## src/rtl/core/i2c_sccb_pkg.sv

```systemverilog
`default_nettype none

package i2c_sccb_pkg;

  localparam int unsigned PHASE_W = 5;
  localparam int unsigned STAGE_W = 4;

  // command codes
  localparam logic [1:0] CMD_TICK  = 2'd0;
  localparam logic [1:0] CMD_WRITE = 2'd1;
  localparam logic [1:0] CMD_READ  = 2'd2;

  // configuration register indexes
  localparam logic REG_SCCB_MODE   = 1'b0;
  localparam logic REG_DELAY_TICKS = 1'b1;

  localparam logic [15:0] DELAY_TICKS_RESET = 16'd10;

  // bus phases
  localparam logic [PHASE_W-1:0] PH_IDLE    = 5'd0;
  localparam logic [PHASE_W-1:0] PH_ST_A    = 5'd1;
  localparam logic [PHASE_W-1:0] PH_ST_B    = 5'd2;
  localparam logic [PHASE_W-1:0] PH_TX_LO   = 5'd3;
  localparam logic [PHASE_W-1:0] PH_TX_HI   = 5'd4;
  localparam logic [PHASE_W-1:0] PH_AK_LO   = 5'd5;
  localparam logic [PHASE_W-1:0] PH_AK_HI   = 5'd6;
  localparam logic [PHASE_W-1:0] PH_AK_TAIL = 5'd7;
  localparam logic [PHASE_W-1:0] PH_SP_A    = 5'd8;
  localparam logic [PHASE_W-1:0] PH_SP_B    = 5'd9;
  localparam logic [PHASE_W-1:0] PH_SP_C    = 5'd10;
  localparam logic [PHASE_W-1:0] PH_RD_PRE  = 5'd11;
  localparam logic [PHASE_W-1:0] PH_RD_W1   = 5'd12;
  localparam logic [PHASE_W-1:0] PH_RD_W2   = 5'd13;
  localparam logic [PHASE_W-1:0] PH_RD_HI   = 5'd14;
  localparam logic [PHASE_W-1:0] PH_RD_POST = 5'd15;
  localparam logic [PHASE_W-1:0] PH_MA_LO   = 5'd16;
  localparam logic [PHASE_W-1:0] PH_MA_HI   = 5'd17;
  localparam logic [PHASE_W-1:0] PH_MA_TAIL = 5'd18;

  // transaction stages
  localparam logic [STAGE_W-1:0] SG_START1  = 4'd0;
  localparam logic [STAGE_W-1:0] SG_ADDRW   = 4'd1;
  localparam logic [STAGE_W-1:0] SG_REG     = 4'd2;
  localparam logic [STAGE_W-1:0] SG_DATA    = 4'd3;
  localparam logic [STAGE_W-1:0] SG_MIDSTOP = 4'd4;
  localparam logic [STAGE_W-1:0] SG_START2  = 4'd5;
  localparam logic [STAGE_W-1:0] SG_ADDRR   = 4'd6;
  localparam logic [STAGE_W-1:0] SG_READ    = 4'd7;
  localparam logic [STAGE_W-1:0] SG_STOP    = 4'd8;

  typedef struct packed {
    logic       done_res;
    logic       ack_missing;
    logic       last_byte;
    logic       byte_valid;
    logic [7:0] read_byte;
    logic       busy_res;
    logic       sda_is_input;
    logic       sda_level;
    logic       scl_level;
  } result_t;

endpackage

`default_nettype wire

```

## src/rtl/core/i2c_sccb_register_master_core.sv

```systemverilog
`default_nettype none

// Bit-banged I2C / SCCB register master, advanced by one bus tick per input transaction.
// s_axis carries one tick each: the command (tick only, register write, register read),
// the request fields that a start command latches, and the sampled SDA level.
// m_axis returns exactly one result per tick: the SCL/SDA levels to drive, the SDA
// direction, busy, the received byte with its valid flag, missing-ack and done flags;
// tlast marks the final byte of a read. A command while busy is ignored.
// Configuration: wr_en/wr_index/wr_data write sccb_mode (index 0) or delay_ticks
// (index 1); write only while no tick is in flight.
// The result is registered: the whole tick update of the bus sequencer (segment counter
// compare and phase/stage step) sits between the state registers and the result
// register. The core takes one tick per cycle unless a stalled receiver holds it.
// A stalled receiver holds the result register; s_axis_tready is high whenever the
// result register is empty or being taken in the same cycle.
// Reset (rst, synchronous) returns the bus to idle with SCL and SDA high, clears the
// result valid flag and sets sccb_mode to 0 and delay_ticks to 10.
module i2c_sccb_register_master_core (
  input  wire logic        clk,
  input  wire logic        rst,
  input  wire logic        s_axis_tvalid,
  output logic             s_axis_tready,
  // command[1:0], device_address[8:2], register_address[16:9], write_data[24:17],
  // byte_count[32:25], sda_in[33], zeros[39:34]
  input  wire logic [39:0] s_axis_tdata,
  output logic             m_axis_tvalid,
  input  wire logic        m_axis_tready,
  // scl_level[0], sda_level[1], sda_is_input[2], busy_res[3], read_byte[11:4],
  // byte_valid[12], ack_missing[13], done_res[14], zero[15]
  output logic [15:0]      m_axis_tdata,
  output logic             m_axis_tlast,
  input  wire logic        wr_en,
  input  wire logic        wr_index,
  input  wire logic [15:0] wr_data
);

  localparam int unsigned PW = i2c_sccb_pkg::PHASE_W;
  localparam int unsigned SW = i2c_sccb_pkg::STAGE_W;

  logic        sccb_mode;
  logic [15:0] delay_ticks;

  logic [PW-1:0] phase, phase_next;
  logic [15:0]   delay_counter, delay_counter_next;
  logic [3:0]    bit_counter, bit_counter_next;
  logic [7:0]    bytes_left, bytes_left_next;
  logic [7:0]    shift_byte, shift_byte_next;
  logic [6:0]    req_dev, req_dev_next;
  logic [7:0]    req_reg, req_reg_next;
  logic [7:0]    req_data, req_data_next;
  logic [7:0]    req_count, req_count_next;
  logic          req_read, req_read_next;
  logic [SW-1:0] stage, stage_next;
  logic          sda_hold, sda_hold_next;

  i2c_sccb_pkg::result_t res, result;
  logic                  out_valid;

  logic        accept;
  logic [1:0]  in_command;
  logic        in_sda;
  logic [16:0] limit;
  logic        advance;
  logic        finish;
  logic [SW-1:0] next_stg;
  logic [PW-1:0] seg_phase;

  assign s_axis_tready = !out_valid || m_axis_tready;
  assign accept        = s_axis_tvalid && s_axis_tready;
  assign in_command    = s_axis_tdata[1:0];
  assign in_sda        = s_axis_tdata[33];
  assign limit         = (delay_ticks == 16'd0) ? 17'd1 : {1'b0, delay_ticks};

  // sda level held by a phase on entry
  function automatic logic enter_sda(input logic [PW-1:0] ph, input logic cur,
                                     input logic [7:0] sb, input logic [7:0] bl);
    logic v;
    v = cur;
    case (ph) inside
      i2c_sccb_pkg::PH_IDLE, i2c_sccb_pkg::PH_ST_A, i2c_sccb_pkg::PH_SP_C,
      i2c_sccb_pkg::PH_RD_W1:                          v = 1'b1;
      i2c_sccb_pkg::PH_ST_B, i2c_sccb_pkg::PH_SP_A:    v = 1'b0;
      i2c_sccb_pkg::PH_TX_LO:                          v = sb[7];
      i2c_sccb_pkg::PH_MA_HI:                          v = (bl > 8'd1) ? 1'b0 : 1'b1;
      default:                                         v = cur;
    endcase
    return v;
  endfunction

  always_comb begin
    phase_next         = phase;
    delay_counter_next = delay_counter;
    bit_counter_next   = bit_counter;
    bytes_left_next    = bytes_left;
    shift_byte_next    = shift_byte;
    req_dev_next       = req_dev;
    req_reg_next       = req_reg;
    req_data_next      = req_data;
    req_count_next     = req_count;
    req_read_next      = req_read;
    stage_next         = stage;
    sda_hold_next      = sda_hold;
    res                = '0;
    advance            = 1'b0;
    finish             = 1'b0;
    next_stg           = i2c_sccb_pkg::SG_START1;
    seg_phase          = phase;

    if (phase == i2c_sccb_pkg::PH_IDLE &&
        (in_command == i2c_sccb_pkg::CMD_WRITE || in_command == i2c_sccb_pkg::CMD_READ)) begin
      req_dev_next       = s_axis_tdata[8:2];
      req_reg_next       = s_axis_tdata[16:9];
      req_data_next      = s_axis_tdata[24:17];
      req_count_next     = s_axis_tdata[32:25];
      req_read_next      = (in_command == i2c_sccb_pkg::CMD_READ);
      stage_next         = i2c_sccb_pkg::SG_START1;
      phase_next         = i2c_sccb_pkg::PH_ST_A;
      delay_counter_next = 16'd0;
      sda_hold_next      = 1'b1;
    end

    case (phase_next) inside
      i2c_sccb_pkg::PH_TX_LO, i2c_sccb_pkg::PH_AK_LO, i2c_sccb_pkg::PH_AK_TAIL,
      i2c_sccb_pkg::PH_SP_A, i2c_sccb_pkg::PH_RD_PRE, i2c_sccb_pkg::PH_RD_W2,
      i2c_sccb_pkg::PH_RD_POST, i2c_sccb_pkg::PH_MA_LO, i2c_sccb_pkg::PH_MA_TAIL:
        res.scl_level = 1'b0;
      i2c_sccb_pkg::PH_RD_W1: res.scl_level = (bit_counter_next != 4'd0);
      default:                res.scl_level = 1'b1;
    endcase
    case (phase_next) inside
      i2c_sccb_pkg::PH_AK_LO, i2c_sccb_pkg::PH_AK_HI, i2c_sccb_pkg::PH_RD_W1,
      i2c_sccb_pkg::PH_RD_W2, i2c_sccb_pkg::PH_RD_HI:
        res.sda_is_input = 1'b1;
      default: res.sda_is_input = 1'b0;
    endcase
    res.sda_level = res.sda_is_input | sda_hold_next;
    res.busy_res  = (phase_next != i2c_sccb_pkg::PH_IDLE);

    if (res.busy_res) begin
      if ({1'b0, delay_counter_next} + 17'd1 >= limit) begin
        seg_phase = phase_next;
        unique case (seg_phase)
          i2c_sccb_pkg::PH_ST_A:  phase_next = i2c_sccb_pkg::PH_ST_B;
          i2c_sccb_pkg::PH_TX_LO: phase_next = i2c_sccb_pkg::PH_TX_HI;
          i2c_sccb_pkg::PH_TX_HI: begin
            shift_byte_next  = {shift_byte_next[6:0], 1'b0};
            bit_counter_next = bit_counter_next + 4'd1;
            phase_next = (bit_counter_next >= 4'd8) ? i2c_sccb_pkg::PH_AK_LO
                                                    : i2c_sccb_pkg::PH_TX_LO;
          end
          i2c_sccb_pkg::PH_AK_LO: phase_next = i2c_sccb_pkg::PH_AK_HI;
          i2c_sccb_pkg::PH_AK_HI: begin
            if (in_sda) begin
              res.ack_missing = 1'b1;
              advance         = 1'b1;
            end else begin
              phase_next = i2c_sccb_pkg::PH_AK_TAIL;
            end
          end
          i2c_sccb_pkg::PH_SP_A:   phase_next = i2c_sccb_pkg::PH_SP_B;
          i2c_sccb_pkg::PH_SP_B:   phase_next = i2c_sccb_pkg::PH_SP_C;
          i2c_sccb_pkg::PH_RD_PRE: phase_next = i2c_sccb_pkg::PH_RD_W1;
          i2c_sccb_pkg::PH_RD_W1:  phase_next = i2c_sccb_pkg::PH_RD_W2;
          i2c_sccb_pkg::PH_RD_W2:  phase_next = i2c_sccb_pkg::PH_RD_HI;
          i2c_sccb_pkg::PH_RD_HI: begin
            shift_byte_next  = {shift_byte_next[6:0], in_sda};
            bit_counter_next = bit_counter_next + 4'd1;
            if (bit_counter_next >= 4'd8) begin
              res.byte_valid = 1'b1;
              res.read_byte  = shift_byte_next;
              res.last_byte  = (bytes_left_next <= 8'd1);
              phase_next     = i2c_sccb_pkg::PH_RD_POST;
            end else begin
              phase_next = i2c_sccb_pkg::PH_RD_W1;
            end
          end
          i2c_sccb_pkg::PH_RD_POST: phase_next = i2c_sccb_pkg::PH_MA_LO;
          i2c_sccb_pkg::PH_MA_LO:   phase_next = i2c_sccb_pkg::PH_MA_HI;
          i2c_sccb_pkg::PH_MA_HI:   phase_next = i2c_sccb_pkg::PH_MA_TAIL;
          i2c_sccb_pkg::PH_MA_TAIL: begin
            if (bytes_left_next > 8'd0) bytes_left_next = bytes_left_next - 8'd1;
            if (bytes_left_next > 8'd0) begin
              shift_byte_next  = 8'd0;
              bit_counter_next = 4'd0;
              phase_next       = i2c_sccb_pkg::PH_RD_PRE;
            end else begin
              advance = 1'b1;
            end
          end
          i2c_sccb_pkg::PH_ST_B, i2c_sccb_pkg::PH_AK_TAIL, i2c_sccb_pkg::PH_SP_C:
            advance = 1'b1;
          default: phase_next = i2c_sccb_pkg::PH_IDLE;
        endcase

        if (advance) begin
          unique case (stage_next)
            i2c_sccb_pkg::SG_START1:  next_stg = i2c_sccb_pkg::SG_ADDRW;
            i2c_sccb_pkg::SG_ADDRW:   next_stg = i2c_sccb_pkg::SG_REG;
            i2c_sccb_pkg::SG_REG:
              next_stg = !req_read_next ? i2c_sccb_pkg::SG_DATA :
                         sccb_mode      ? i2c_sccb_pkg::SG_MIDSTOP : i2c_sccb_pkg::SG_START2;
            i2c_sccb_pkg::SG_DATA:    next_stg = i2c_sccb_pkg::SG_STOP;
            i2c_sccb_pkg::SG_MIDSTOP: next_stg = i2c_sccb_pkg::SG_START2;
            i2c_sccb_pkg::SG_START2:  next_stg = i2c_sccb_pkg::SG_ADDRR;
            i2c_sccb_pkg::SG_ADDRR:   next_stg = i2c_sccb_pkg::SG_READ;
            i2c_sccb_pkg::SG_READ:    next_stg = i2c_sccb_pkg::SG_STOP;
            default:                  finish   = 1'b1;
          endcase
          if (finish) begin
            res.done_res = 1'b1;
            stage_next   = i2c_sccb_pkg::SG_START1;
            phase_next   = i2c_sccb_pkg::PH_IDLE;
          end else begin
            stage_next = next_stg;
            case (next_stg) inside
              i2c_sccb_pkg::SG_START1, i2c_sccb_pkg::SG_START2:
                phase_next = i2c_sccb_pkg::PH_ST_A;
              i2c_sccb_pkg::SG_ADDRW, i2c_sccb_pkg::SG_REG, i2c_sccb_pkg::SG_DATA,
              i2c_sccb_pkg::SG_ADDRR: begin
                case (next_stg)
                  i2c_sccb_pkg::SG_ADDRW: shift_byte_next = {req_dev_next, 1'b0};
                  i2c_sccb_pkg::SG_REG:   shift_byte_next = req_reg_next;
                  i2c_sccb_pkg::SG_DATA:  shift_byte_next = req_data_next;
                  default:                shift_byte_next = {req_dev_next, 1'b1};
                endcase
                bit_counter_next = 4'd0;
                phase_next       = i2c_sccb_pkg::PH_TX_LO;
              end
              i2c_sccb_pkg::SG_MIDSTOP, i2c_sccb_pkg::SG_STOP:
                phase_next = i2c_sccb_pkg::PH_SP_A;
              i2c_sccb_pkg::SG_READ: begin
                // zero count reads one byte
                bytes_left_next  = (req_count_next == 8'd0) ? 8'd1 : req_count_next;
                shift_byte_next  = 8'd0;
                bit_counter_next = 4'd0;
                phase_next       = i2c_sccb_pkg::PH_RD_PRE;
              end
              default: phase_next = i2c_sccb_pkg::PH_IDLE;
            endcase
          end
        end

        delay_counter_next = 16'd0;
        sda_hold_next = enter_sda(phase_next, sda_hold_next, shift_byte_next,
                                  bytes_left_next);
      end else begin
        delay_counter_next = delay_counter_next + 16'd1;
      end
    end
  end

  always_ff @(posedge clk) begin
    if (rst) begin
      sccb_mode   <= 1'b0;
      delay_ticks <= i2c_sccb_pkg::DELAY_TICKS_RESET;
    end else if (wr_en) begin
      unique case (wr_index)
        i2c_sccb_pkg::REG_SCCB_MODE:   sccb_mode   <= wr_data[0];
        i2c_sccb_pkg::REG_DELAY_TICKS: delay_ticks <= wr_data;
        default: ;
      endcase
    end
  end

  always_ff @(posedge clk) begin
    if (rst) begin
      phase         <= i2c_sccb_pkg::PH_IDLE;
      delay_counter <= 16'd0;
      bit_counter   <= 4'd0;
      bytes_left    <= 8'd0;
      shift_byte    <= 8'd0;
      req_dev       <= 7'd0;
      req_reg       <= 8'd0;
      req_data      <= 8'd0;
      req_count     <= 8'd0;
      req_read      <= 1'b0;
      stage         <= i2c_sccb_pkg::SG_START1;
      sda_hold      <= 1'b1;
    end else if (accept) begin
      phase         <= phase_next;
      delay_counter <= delay_counter_next;
      bit_counter   <= bit_counter_next;
      bytes_left    <= bytes_left_next;
      shift_byte    <= shift_byte_next;
      req_dev       <= req_dev_next;
      req_reg       <= req_reg_next;
      req_data      <= req_data_next;
      req_count     <= req_count_next;
      req_read      <= req_read_next;
      stage         <= stage_next;
      sda_hold      <= sda_hold_next;
    end
  end

  always_ff @(posedge clk) begin
    if (rst) begin
      out_valid <= 1'b0;
    end else if (accept) begin
      out_valid <= 1'b1;
    end else if (m_axis_tready) begin
      out_valid <= 1'b0;
    end
  end

  always_ff @(posedge clk) begin
    if (accept) begin
      result <= res;
    end
  end

  assign m_axis_tvalid = out_valid;
  assign m_axis_tlast  = result.last_byte;
  assign m_axis_tdata  = {1'b0, result.done_res, result.ack_missing, result.byte_valid,
                          result.read_byte, result.busy_res, result.sda_is_input,
                          result.sda_level, result.scl_level};

`ifndef SYNTH
  // a finishing transaction is still reported busy on its last tick
  assert property (@(posedge clk) disable iff (rst)
    m_axis_tvalid && result.done_res |-> result.busy_res)
    else $error("done without busy");

  // byte fields are quiet unless a byte was just received
  assert property (@(posedge clk) disable iff (rst)
    m_axis_tvalid && !result.byte_valid |-> result.read_byte == 8'd0 && !m_axis_tlast)
    else $error("read byte fields set without byte_valid");

  // released data line reads back as high
  assert property (@(posedge clk) disable iff (rst)
    m_axis_tvalid && result.sda_is_input |-> result.sda_level)
    else $error("sda low while released");

  // an idle sequencer has nothing latched in flight
  assert property (@(posedge clk) disable iff (rst)
    phase == i2c_sccb_pkg::PH_IDLE |-> delay_counter == 16'd0 && sda_hold)
    else $error("idle phase with live segment state");
`endif

endmodule

`default_nettype wire
```

## config.mk

```make
export PLATFORM = sky130hd
export DESIGN_NAME = i2c_sccb_register_master_core
export DESIGN_NICKNAME = d
export VERILOG_FILES = /design/src/rtl/core/i2c_sccb_pkg.sv /design/src/rtl/core/i2c_sccb_register_master_core.sv
export SDC_FILE = /design/constraint.sdc
export NUM_CORES = 1
export LEC_CHECK = 0
export ABC_AREA = 1
export BUFFER_PORTS_ARGS = -buffer_cell sky130_fd_sc_hd__buf_2
export CAP_MARGIN = 20
export CORE_ASPECT_RATIO = 1.5
export CORE_MARGIN = 3
export CORE_UTILIZATION = 54
export CTS_CLUSTER_DIAMETER = 40
export DETAILED_ROUTE_END_ITERATION = 12
export GPL_TIMING_DRIVEN = 0
export PLACE_DENSITY = 0.78
export SLEW_MARGIN = 30
export SYNTH_ARGS = -nofsm -noshare
export SYNTH_HDL_FRONTEND = slang
export SYNTH_SLANG_ARGS = --single-unit
```

## constraint.sdc

```tcl
create_clock -name clk -period 3.9 [get_ports clk]
set_input_delay 0 -clock clk [delete_from_list [all_inputs] [get_ports clk]]
set_output_delay 0 -clock clk [all_outputs]
set_load 0.02 [all_outputs]
```

==> impl_metrics.toml <==
[yosys]
ys_seq_area_frac = 0.3384
synth_flop_cell = "dfxtp_1"
yosys_warnings = 0
avgSynthCellArea_sq_um = 7.099
synth_nets = 1084
yosysTopAreaCellShare = 0.2707
syn-cell-area_sq_um = 7099
yosysTopAreaCell = "dfxtp_1"
synth_seq_cells = 112
yosys-top-cells-area = "dfxtp_1, nand2_1, inv_1, o21ai_0, edfxtp_1"
synth-edff-count = 16
netlist_instances = 1000
synthArstFlopShare = 0
synth_cell_types = 57

[detailed_routing]
wirelength_mm = 20.01
ant_nets = 0
dr.pass1.iters = 5
vias = 7106
drtIter0Drc = 348
route.detailed.drc = 0
viasPerCell = 5.475
avgRoutedWirePerCell_microns = 15.41

[clock_network]
clk_pin_slew_ps = 80
root_buffer = "clkbuf_16"
numClockSinks = 112
h-tree-depth = 3
cts_buffers = 9
clock_path_buffers = 2
clock_latency_ps = 360
cts_tree = "yes"

[setup_path]
worstSetupStartpointType = "register"
critPathMaxFanout = 7
critPathArrivalTime_ps = 4080
required_ps = 4110
path_class = "register to register"
r2r_setup_slack_ps = 30
end_kind = "register"

[timing]
finalSetupViolCount = 0
period_minus_slack_ps = 3867
tightest_slew_ps = 821.4
fin_skew_ps = 10.37
timing.slew.headroom = 0.4524
setup_tns_ps = 0
period_share = 0.9915
drv_slew = 0
hold_viol = 0
max_freq_ghz = 0.2586
rsz0062_at_grt = "true"

[floorplan]
coreArea_sq_um = 12700
die_width_microns = 99.62
ios = 81
initial_core_util = 0.5590
rows = 50
die_h_microns = 146.4
die_area_sq_um = 14590

[finish]
nFillCells = 1084
num-nets-final = 1221
multiInputGateArea_sq_um = 4049
n_antenna_cell = 0
final_area_sq_um = 8767
register_area_sq_um = 2412
final_cell_mix = "nand2_1, inv_1, dfxtp_1"
drive_gt1_frac = 0.2110
area_growth_pct = 23.49
layout_commonest_cell = "nand2_1"
utilization = 0.6903

[place]
gp_congestion = 0.9467
dpl_cell_area_sq_um = 7680
post-dp-hpwl_mm = 14.51
io_buffers = 73

[power_and_ir_drop]
seq_power_share = 0.225
comb_power_share = 0.652
power_leakage_nw = 4.096
finalPower_w = 0.007478
internal_power_w = 0.003743
swShare = 0.4995
p_switching_w = 0.003735
pwr-share-clk = 0.123
ir_worst_vdd_mv = 0.4630
p_per_area_nw_per_um2 = 853.0

[worst_hold_path]
hp-class = "input pin to register"

[grt]
antenna_found_initial = 0
grt_max_degree = 27
grt-ovfl-total = 0
grt_usage = 0.2652
grt_pass1_vias = 6739
grt_pass1_wl_mm = 31.46

[outcome]
outcome = "completed"

[job]
drv_cap = 0
worst max-delay path, cell delays in order, from the launching register on:
cell and delay (ps):
dfxtp_1 410, nor2_4 70, nand2_4 90, inv_4 40, nand2_4 60, buf_12 150, clkinv_16 70, nor2_4 120
ha_4 150, inv_4 30, nor3_4 140, nand2_2 130, nor3_4 220, nand3_2 140, nor3_2 210, xor2_1 180
inv_2 80, ha_4 270, nand4_1 100, nor4_2 270, a311oi_2 90, nand2_4 160, nand2_4 80, buf_8 150
clkbuf_16 160, nand2_1 60, a21oi_1 70
metal layers:
metal	track usage	up-vias	wire, microns
met1	0.2831	3236	7407
met3	0.03155	60	847
li1	-	3591	-
met5	0	-	0
met2	0.5131	219	10870
met4	0.1066	0	885
cell families (layout without fill, tap and decap cells):
group                      count (synthesis)  in the layout  share of synthesized area
DFF                                      112            112                     0.3384
adders and majority gates                 22             22                    0.03877
xor gates and xnor gates                  15             15                    0.01851
other                                      1              1                  0.0005282
muxes                                     14             14                    0.01974
and+or+nand+nor                          380            380                     0.2511
buffers and inverters                    198            340                     0.1243
AOI/OAI and AO/OA                        258            258                     0.2087
repair_timing:
item / CTS / global route
gates resized for setup: 14 / 76
cloned: 0 / 3
buffers inserted: 8 / 22
hold endpoints to repair: 21 / 0
pin swaps: 9 / 32
endpoints found under the setup margin: 58 / 58
hold buffers: 23 / 0
path summary, 6_finish.rpt:
path / cells after the start / to / from
hold reg to reg: 2 / delay_counter[1] / delay_counter[1]
hold / removal: 5 / req_reg[5] / s_axis_tdata[14]
setup reg to reg: 26 / bit_counter[2] / phase[3]
setup / recovery: 26 / bit_counter[2] / phase[3]
power groups by stage:
stage,Combinational [W],Clock (W),Sequential [W]
floorplan,0.00319,0,0.00167
global placement,0.00407,0,0.00169
finish,0.00488,0.000919,0.00168
CTS,0.00422,0.000930,0.00167
global route,0.00535,0.000979,0.00172
detailed placement,0.00412,0,0.00169
synthesized netlist by cell type, types with 6 or more instances:
library cell    n
nand2_1       194
o21ai_1         8
ha_1           22
edfxtp_1       16
dfxtp_1        96
inv_1         142
o21ai_0        99
o22ai_1        13
a21oi_1        85
a22oi_1         9
nor2_1         79
nor3_1          6
nor4_1          8
o211ai_1       27
xor2_1         12
inv_2           7
nand2_4         9
mux2i_1        14
nand4_1        23
clkbuf_1       22
nand3_1        30
nand2_2         9
layout make-up:
class	instances	area share
clock inverter	6	0.006565
buffer	39	0.03439
sequential	112	0.2752
timing repair buffer	126	0.09833
timing repair inverter	2	0.002569
clock buffer	10	0.02612
tap	156	0.02226
inverter	157	0.07278
multi-input combinational	690	0.4618
stage by stage:
| step | setup WS [ps] | hold slack [ps] | cells |
|---|---|---|---|
| finish | 32.99 | 0.6531 | 1298 |
| CTS | 5.636 | 0.3807 | 1274 |
| detailed placement | -739.7 | 219.0 | 1229 |
| floorplan | 15.83 | 130.4 | 1000 |
| global route | -188.8 | 17.64 | 1298 |
| global placement | -664.3 | 216.9 | 1229 |
Power figures use the tool's default switching activity.
